===== config.mk =====
export PLATFORM = sky130hd
export DESIGN_NAME = ipv4_fragment_header_generator_unit
export DESIGN_NICKNAME = d
export VERILOG_FILES = /design/src/rtl/core/ifhg_pkg.sv /design/src/rtl/core/ifhg_ctrl.sv /design/src/rtl/core/ifhg_dp.sv /design/src/rtl/core/ipv4_fragment_header_generator_unit.sv
export SDC_FILE = /design/constraint.sdc
export NUM_CORES = 1
export LEC_CHECK = 0
export ABC_AREA = 1
export BUFFER_PORTS_ARGS = -buffer_cell sky130_fd_sc_hd__buf_2
export CORE_ASPECT_RATIO = 0.5
export CORE_UTILIZATION = 25
export CTS_CLUSTER_DIAMETER = 30
export DETAILED_ROUTE_END_ITERATION = 10
export SLEW_MARGIN = 10
export SYNTH_ARGS = -nofsm -noshare
export SYNTH_HDL_FRONTEND = slang
export SYNTH_HIERARCHICAL = 1
export SYNTH_SLANG_ARGS = --single-unit

===== constraint.sdc =====
create_clock -name clock -period 13 [get_ports clock]
set_input_delay 1.3 -clock clock [delete_from_list [all_inputs] [get_ports clock]]
set_output_delay 1.3 -clock clock [all_outputs]
set_load 0.02 [all_outputs]

===== src/rtl/core/ifhg_pkg.sv =====
// Package with types and constants of the IPv4 fragment header generator.
`timescale 1ns / 1ps
package ifhg_pkg;

   localparam logic [15:0] MaxPayload   = 16'd65515;
   localparam logic [7:0]  MinUnits     = 8'd128;
   localparam logic [7:0]  MaxUnits     = 8'd185;
   localparam logic [31:0] SourceReset  = 32'd0;
   localparam logic [7:0]  UnitsReset   = 8'd185;
   localparam logic [7:0]  TtlReset     = 8'd64;
   localparam logic [15:0] IdReset      = 16'hFFFF;
   // Version/IHL word plus the 20 header bytes that every total length carries.
   localparam logic [15:0] HeaderConst  = 16'h4514;
   localparam logic [15:0] HeaderBytes  = 16'd20;

   localparam int CsrIndexWidth = 2;
   localparam logic [CsrIndexWidth-1:0] CsrSourceAddress = 2'd0;
   localparam logic [CsrIndexWidth-1:0] CsrChunkUnits    = 2'd1;
   localparam logic [CsrIndexWidth-1:0] CsrTimeToLive    = 2'd2;

   localparam int ReqDataWidth = 56;
   localparam int RspDataWidth = 128;

   typedef struct packed {
      logic load;  // capture a request
      logic prep;  // form the per-datagram checksum base
      logic emit;  // produce one fragment into the output register
   } ifhg_cmd_type;

   typedef struct packed {
      logic more;  // the fragment now being formed is not the last one
   } ifhg_stat_type;

   typedef struct packed {
      logic [10:0] slice_length;
      logic [15:0] slice_start;
      logic [15:0] header_checksum;
      logic [31:0] destination_out;
      logic [7:0]  protocol_out;
      logic [12:0] offset_units;
      logic        more_fragments;
      logic [15:0] identification;
      logic [10:0] total_length;
   } ifhg_frag_type;

endpackage


===== src/rtl/core/ifhg_ctrl.sv =====
// Controller state machine that sequences capture, setup and fragment output.
`timescale 1ns / 1ps
module ifhg_ctrl
   import ifhg_pkg::*;
(
   input  logic          clock,
   input  logic          reset,
   input  logic          req_tvalid,
   output logic          req_tready,
   output logic          rsp_tvalid,
   input  logic          rsp_tready,
   input  ifhg_stat_type stat,
   output ifhg_cmd_type  cmd
);

   typedef enum logic [1:0] {ST_IDLE, ST_PREP, ST_EMIT} state_type;

   state_type state_ff;
   logic      out_valid_ff;
   logic      slot_free;

   assign slot_free  = !out_valid_ff || rsp_tready;
   assign req_tready = (state_ff == ST_IDLE);
   assign rsp_tvalid = out_valid_ff;

   always_comb begin
      cmd.load = (state_ff == ST_IDLE) && req_tvalid;
      cmd.prep = (state_ff == ST_PREP);
      cmd.emit = (state_ff == ST_EMIT) && slot_free;
   end

   always_ff @(posedge clock) begin
      if (reset) begin
         state_ff     <= ST_IDLE;
         out_valid_ff <= 1'b0;
      end else begin
         if (cmd.emit) begin
            out_valid_ff <= 1'b1;
         end else if (rsp_tready) begin
            out_valid_ff <= 1'b0;
         end
         unique case (state_ff)
            ST_IDLE: begin
               if (req_tvalid) begin
                  state_ff <= ST_PREP;
               end
            end
            ST_PREP: begin
               state_ff <= ST_EMIT;
            end
            ST_EMIT: begin
               if (slot_free && !stat.more) begin
                  state_ff <= ST_IDLE;
               end
            end
            default: begin
               state_ff <= ST_IDLE;
            end
         endcase
      end
   end

endmodule


===== src/rtl/core/ifhg_dp.sv =====
// Datapath: configuration registers, datagram context, fragment walk and checksum.
`timescale 1ns / 1ps
module ifhg_dp
   import ifhg_pkg::*;
(
   input  logic                     clock,
   input  logic                     reset,
   input  logic                     csr_we,
   input  logic [CsrIndexWidth-1:0] csr_index,
   input  logic [31:0]              csr_wdata,
   input  logic [15:0]              payload_length,
   input  logic [31:0]              destination_address,
   input  logic [7:0]               protocol_number,
   input  ifhg_cmd_type             cmd,
   output ifhg_stat_type            stat,
   output ifhg_frag_type            frag
);

   logic [31:0] source_ff;
   logic [7:0]  units_ff;
   logic [7:0]  ttl_ff;
   logic [15:0] id_ff;

   logic [15:0] dst_hi_ff;
   logic [15:0] dst_lo_ff;
   logic [7:0]  proto_ff;
   logic [10:0] chunk_ff;
   logic [15:0] pos_ff;
   logic [15:0] remain_ff;
   logic [18:0] base_ff;
   ifhg_frag_type frag_ff;

   logic [15:0] len_in;
   logic [7:0]  units_in;
   logic [18:0] base_in;
   logic        more;
   logic [10:0] slice;
   logic [15:0] flagoff;
   logic [19:0] sum;
   logic [16:0] fold1;
   logic [15:0] fold2;

   always_comb begin
      len_in = (payload_length > MaxPayload) ? MaxPayload : payload_length;
      if (units_ff < MinUnits) begin
         units_in = MinUnits;
      end else if (units_ff > MaxUnits) begin
         units_in = MaxUnits;
      end else begin
         units_in = units_ff;
      end
      base_in = 19'(HeaderConst) + 19'(id_ff) + 19'({ttl_ff, proto_ff})
              + 19'(source_ff[31:16]) + 19'(source_ff[15:0])
              + 19'(dst_hi_ff) + 19'(dst_lo_ff);
   end

   // Per-fragment header terms; the fixed words were summed once into base_ff.
   always_comb begin
      more    = remain_ff > 16'(chunk_ff);
      slice   = more ? chunk_ff : remain_ff[10:0];
      flagoff = {2'b00, more, pos_ff[15:3]};
      sum     = 20'(base_ff) + 20'(slice) + 20'(flagoff);
      fold1   = 17'(sum[15:0]) + 17'(sum[19:16]);
      fold2   = fold1[15:0] + 16'(fold1[16]);
   end

   assign stat.more = more;
   assign frag      = frag_ff;

   always_ff @(posedge clock) begin
      if (reset) begin
         source_ff <= SourceReset;
         units_ff  <= UnitsReset;
         ttl_ff    <= TtlReset;
         id_ff     <= IdReset;
      end else begin
         if (csr_we) begin
            unique case (csr_index)
               CsrSourceAddress: source_ff <= csr_wdata;
               CsrChunkUnits:    units_ff  <= csr_wdata[7:0];
               CsrTimeToLive:    ttl_ff    <= csr_wdata[7:0];
               default:          ;
            endcase
         end
         if (cmd.load) begin
            id_ff <= id_ff + 16'd1;
         end
      end
   end

   always_ff @(posedge clock) begin
      if (cmd.load) begin
         dst_hi_ff <= destination_address[31:16];
         dst_lo_ff <= destination_address[15:0];
         proto_ff  <= protocol_number;
         chunk_ff  <= {units_in, 3'b000};
         pos_ff    <= 16'd0;
         remain_ff <= len_in;
      end
      if (cmd.prep) begin
         base_ff <= base_in;
      end
      if (cmd.emit) begin
         frag_ff.total_length    <= 11'(HeaderBytes) + slice;
         frag_ff.identification  <= id_ff;
         frag_ff.more_fragments  <= more;
         frag_ff.offset_units    <= pos_ff[15:3];
         frag_ff.protocol_out    <= proto_ff;
         frag_ff.destination_out <= {dst_hi_ff, dst_lo_ff};
         frag_ff.header_checksum <= ~fold2;
         frag_ff.slice_start     <= pos_ff;
         frag_ff.slice_length    <= slice;
         pos_ff    <= pos_ff + 16'(chunk_ff);
         remain_ff <= remain_ff - 16'(chunk_ff);
      end
   end

endmodule


===== src/rtl/core/ipv4_fragment_header_generator_unit.sv =====
// Top level of the IPv4 fragment header generator.
//
// Request channel (req_*): one transaction per outgoing datagram, carrying the
// payload length, destination address and protocol number. Response channel
// (rsp_*): one transaction per fragment header, in order of increasing offset;
// rsp_tlast marks the final fragment of the datagram. The csr_* port writes the
// source address, chunk size and TTL; write it only while no datagram is open.
// Each accepted request advances a 16-bit identification counter that resets
// to all ones, so the first datagram after reset carries identification 0.
// After a request is accepted, the controller passes through its setup state,
// where the checksum base is formed, to its output state. Fragments follow one
// per cycle while rsp_tready stays high; a datagram has 1 to 64 fragments, and
// the per-fragment walk runs in the controller's output state.
// The next request is taken as soon as the last fragment sits in the output
// register, even if it has not yet been taken. When the receiver stalls, the
// output register holds its transaction and the fragment walk pauses.
// Reset is synchronous: it restores the register defaults and the counter
// and drops any open datagram and pending response.
`timescale 1ns / 1ps
module ipv4_fragment_header_generator_unit
   import ifhg_pkg::*;
(
   input  logic                     clock,
   input  logic                     reset,
   input  logic                     req_tvalid,
   output logic                     req_tready,
   // payload_length, destination_address, protocol_number
   input  logic [ReqDataWidth-1:0]  req_tdata,
   output logic                     rsp_tvalid,
   input  logic                     rsp_tready,
   // total_length, identification, more_fragments, offset_units, protocol_out,
   // destination_out, header_checksum, slice_start, slice_length, zero pad
   output logic [RspDataWidth-1:0]  rsp_tdata,
   output logic                     rsp_tlast,
   input  logic                     csr_we,
   input  logic [CsrIndexWidth-1:0] csr_index,
   input  logic [31:0]              csr_wdata
);

   ifhg_cmd_type  cmd;
   ifhg_stat_type stat;
   ifhg_frag_type frag;

   ifhg_ctrl u_ctrl (
      .clock      (clock),
      .reset      (reset),
      .req_tvalid (req_tvalid),
      .req_tready (req_tready),
      .rsp_tvalid (rsp_tvalid),
      .rsp_tready (rsp_tready),
      .stat       (stat),
      .cmd        (cmd)
   );

   ifhg_dp u_dp (
      .clock               (clock),
      .reset               (reset),
      .csr_we              (csr_we),
      .csr_index           (csr_index),
      .csr_wdata           (csr_wdata),
      .payload_length      (req_tdata[15:0]),
      .destination_address (req_tdata[47:16]),
      .protocol_number     (req_tdata[55:48]),
      .cmd                 (cmd),
      .stat                (stat),
      .frag                (frag)
   );

   assign rsp_tdata = {4'b0000, frag.slice_length, frag.slice_start,
                       frag.header_checksum, frag.destination_out, frag.protocol_out,
                       frag.offset_units, frag.more_fragments, frag.identification,
                       frag.total_length};
   assign rsp_tlast = !frag.more_fragments;

endmodule


==> run_summary.xml <==
<?xml version="1.0" encoding="UTF-8"?>
<metrics>
  <group name="status">
    <metric name="outcome" unit="">complete, no violations</metric>
  </group>
  <group name="synthesis">
    <metric name="synth.most_common_cell" unit="">sky130_fd_sc_hd__nand2_1</metric>
    <metric name="async_set_or_reset_register_ratio_after_synthesis" unit="%">0</metric>
    <metric name="post_synthesis_sequential_area_ratio" unit="%">51.6</metric>
    <metric name="post_synth_instance_area" unit="mm2">0.0143</metric>
    <metric name="dominant_cells_by_area_after_synthesis" unit="">sky130_fd_sc_hd__edfxtp_1 (42%), sky130_fd_sc_hd__fa_1 (11%), sky130_fd_sc_hd__dfxtp_1 (9.3%), sky130_fd_sc_hd__nand2_1 (6.3%), sky130_fd_sc_hd__ha_1 (6.3%)</metric>
    <metric name="ys_seq_elements" unit="">269</metric>
    <metric name="yosys.area.top_type_share" unit="%">42.3</metric>
    <metric name="synth_top_cell_by_area" unit="">sky130_fd_sc_hd__edfxtp_1</metric>
    <metric name="yosys_most_used_dff" unit="">sky130_fd_sc_hd__edfxtp_1</metric>
    <metric name="synthesis.area_per_instance" unit="um2">10.4</metric>
    <metric name="synth_top_cells_by_count" unit="">sky130_fd_sc_hd__nand2_1 (241), sky130_fd_sc_hd__edfxtp_1 (202), sky130_fd_sc_hd__inv_1 (191), sky130_fd_sc_hd__nor2_1 (122), sky130_fd_sc_hd__o21ai_0 (84)</metric>
    <metric name="synth_cell_type_count" unit="">44</metric>
    <metric name="yosys_warnings" unit="">6</metric>
    <metric name="synthCells" unit="">1382</metric>
    <metric name="synth_edf_count" unit="">202</metric>
  </group>
  <group name="timing">
    <metric name="fin_crit" unit="ns">7.77</metric>
    <metric name="grt_setup_unrepaired" unit="">false</metric>
    <metric name="actual_slew_at_the_worst_max_slew_pin" unit="ns">1.13</metric>
    <metric name="timing.final.setup_violations" unit="">0</metric>
    <metric name="number_of_slew_limit_violations_in_the_final_report" unit="">0</metric>
    <metric name="fin_crit_sh" unit="%">59.7</metric>
    <metric name="max_freq" unit="MHz">129</metric>
    <metric name="hold-worst-slack" unit="ns">0.455</metric>
    <metric name="fin_tns_setup" unit="ns">0</metric>
    <metric name="finalHoldViolations" unit="">0</metric>
    <metric name="fin_worst_skew" unit="ns">0.0482</metric>
    <metric name="max-slew-margin-rel" unit="%">24.3</metric>
  </group>
  <group name="pwr">
    <metric name="cellLeakagePower" unit="nW">8.03</metric>
    <metric name="p_per_area" unit="mW/mm2">241</metric>
    <metric name="vdd_drop_max" unit="V">0.000113</metric>
    <metric name="design_power_total" unit="mW">4.40</metric>
  </group>
  <group name="cells_and_area">
    <metric name="fillerInstances" unit="">5690</metric>
    <metric name="multi_input_area" unit="mm2">0.00599</metric>
    <metric name="nets" unit="">1879</metric>
    <metric name="final-seq-area" unit="mm2">0.00741</metric>
    <metric name="instances_no_fill" unit="">2441</metric>
    <metric name="fraction_of_layout_instances_using_a_drive_strength_above_1" unit="%">21.8</metric>
    <metric name="post-route-util" unit="%">32.5</metric>
    <metric name="synth_to_final_area_change" unit="%">27.2</metric>
  </group>
  <group name="worst_setup_path">
    <metric name="worstSetupEndpointType" unit="">flop</metric>
    <metric name="worst-setup-path-type" unit="">reg2reg</metric>
    <metric name="crit_path_frequent_cell" unit="">sky130_fd_sc_hd__nand3_1</metric>
    <metric name="start_kind" unit="">flop</metric>
    <metric name="worst_path_max_delay_cell" unit="">sky130_fd_sc_hd__fa_1</metric>
    <metric name="critical_path_required" unit="ns">13.31</metric>
    <metric name="cp.arrival" unit="ns">8.07</metric>
    <metric name="timing.critical_path.fanout_max" unit="">15</metric>
    <metric name="critical_path.max_stage_delay" unit="ns">0.50</metric>
  </group>
  <group name="route">
    <metric name="detailroute.via_count" unit="">10260</metric>
    <metric name="firstDrtPassIters" unit="">5</metric>
    <metric name="number_of_remaining_drc_errors" unit="">0</metric>
    <metric name="number_of_nets_still_failing_antenna_checks_after_routing" unit="">0</metric>
    <metric name="routedWlPerCell" unit="um">14.9</metric>
    <metric name="wl" unit="um">36500</metric>
    <metric name="vias_per_cell" unit="">4.20</metric>
    <metric name="drt_iter0_drc" unit="">602</metric>
  </group>
  <group name="die">
    <metric name="fp-row-count" unit="">61</metric>
    <metric name="start_util" unit="%">25.6</metric>
    <metric name="floorplan.io_pins" unit="">226</metric>
    <metric name="floorplan.die_area" unit="mm2">0.0584</metric>
    <metric name="chipHeight" unit="um">171</metric>
    <metric name="placeableCoreArea" unit="mm2">0.0561</metric>
    <metric name="die-width" unit="um">341</metric>
  </group>
  <group name="global_route">
    <metric name="grt_start_max_net_pins" unit="">88</metric>
    <metric name="grt.overflow.total" unit="">0</metric>
    <metric name="track_usage" unit="%">12.3</metric>
    <metric name="grt_antenna_before_repair" unit="">7</metric>
    <metric name="grt_pass1_vias" unit="">10222</metric>
    <metric name="grt_pass1_wl" unit="um">55700</metric>
  </group>
  <group name="clock_tree">
    <metric name="clkLatencyLatePin" unit="ns">0.60</metric>
    <metric name="cts_buffer_count" unit="">58</metric>
    <metric name="worst_setup_hold_path_clk_slew" unit="ns">0.06</metric>
    <metric name="post_cts.repair.setup_buffers" unit="">0</metric>
    <metric name="cts.htree.levels" unit="">2</metric>
    <metric name="cts_tree" unit="">built</metric>
    <metric name="cts_hold_buffers" unit="">0</metric>
    <metric name="cts_sinks" unit="">269</metric>
    <metric name="clockRootBuffer" unit="">sky130_fd_sc_hd__clkbuf_16</metric>
    <metric name="clockBufferDepth" unit="">3</metric>
    <metric name="post_cts_resized" unit="">0</metric>
  </group>
  <group name="place">
    <metric name="place.port_buffers" unit="">218</metric>
    <metric name="dp.cells" unit="">2329</metric>
    <metric name="dp_hpwl" unit="um">28400</metric>
    <metric name="routabilityCongestion" unit="">0.911</metric>
  </group>
  <group name="hold_path">
    <metric name="class_of_the_most_critical_hold_timing_path" unit="">reg2reg</metric>
  </group>
  <group name="job">
    <metric name="max_cap_violation_count" unit="">0</metric>
  </group>
</metrics>
==> flip-flops by register name, summed over array words and instances, names as in the netlist, 13 cells and up <==
register,count
u_dp/dst_hi_ff,16
u_dp/id_ff,16
u_dp/dst_lo_ff,16
u_dp/frag,106
u_dp/pos_ff,13
u_dp/base_ff,19
u_dp/source_ff,32
u_dp/remain_ff,16
==> layout by cell type, fill, tap and decap left out, types with 11 or more instances in the layout <==
cell	synthesis	final
sky130_fd_sc_hd__edfxtp_1	202	202
sky130_fd_sc_hd__o21ai_0	84	84
sky130_fd_sc_hd__buf_2	0	218
sky130_fd_sc_hd__nand3_1	69	69
sky130_fd_sc_hd__ha_1	72	72
sky130_fd_sc_hd__inv_1	191	190
sky130_fd_sc_hd__nand4_1	13	13
sky130_fd_sc_hd__fa_1	79	79
sky130_fd_sc_hd__xor2_1	24	24
sky130_fd_sc_hd__clkbuf_16	0	58
sky130_fd_sc_hd__dfxtp_1	67	67
sky130_fd_sc_hd__nand2_1	241	241
sky130_fd_sc_hd__nor2_1	122	122
sky130_fd_sc_hd__inv_6	0	14
sky130_fd_sc_hd__nor3_1	13	11
sky130_fd_sc_hd__a21oi_1	72	71
==> cell families after synthesis <==
group	Yosys count	synth area share, %
AOI/OAI and AO/OA	196	7.48
xor gates and xnor gates	34	2.13
adders and majority gates	151	17.3
buffers and inverters	240	6.91
DFF	269	51.6
other	3	0.0785
and+or+nand+nor	489	14.5
==> cell type report <==
cell class,instances,area share (%)
Multi-Input combinational cell,879,32.8
Inverter,199,4.09
Clock buffer,61,8.02
Tap cell,756,5.18
Sequential cell,269,40.6
Timing Repair Buffer,226,6.31
Clock inverter,48,2.91
Antenna cell,3,0.0411
==> path summary, 6_finish.rpt <==
kind	from	to	slack, ns	cells past startpoint
worst min register to register	u_dp/source_ff[24]	u_dp/source_ff[24]	0.46	2
worst max register to register	u_dp/chunk_ff[5]	u_dp/frag[95]	5.23	47
worst min-delay path	u_dp/source_ff[24]	u_dp/source_ff[24]	0.46	2
worst max-delay path	u_dp/chunk_ff[5]	u_dp/frag[95]	5.23	47
==> worst max-delay path, delay by kind of cell (launching register included) <==
family	cells	cell delay, ns
buffers and inverters	6	0.48
flip-flops	1	0.39
XOR/XNOR	1	0.16
AO/OA/AOI/OAI	3	0.79
AND/OR/NAND/NOR	30	3.35
adder cells (fa/ha/maj)	7	2.26
==> power breakdown <==
group / total, mW / internal, mW / switching (mW) / leakage (nW)
Combinational: 1.75 / 0.632 / 1.11 / 4.64
Sequential: 1.19 / 1.11 / 0.0736 / 2.42
Clock: 1.47 / 0.940 / 0.527 / 0.963
==> per-stage QoR <==
step / setup slack (ns) / instance area (um2)
floorplan: 4.68 / 14400
global placement: 5.53 / 16200
detailed placement: 5.35 / 16200
CTS: 5.28 / 18200
global route: 4.34 / 18200
finish: 5.23 / 18200
==> layer usage <==
layer,GRT usage (%),part of all wire [%],vias to the layer above
met5,0,0.15,-
met4,4.56,3.0,8
met3,2.77,4.1,77
met2,23.2,53,181
met1,13.6,40,4886
li1,-,-,5108
(Power assumes the default switching activity.)
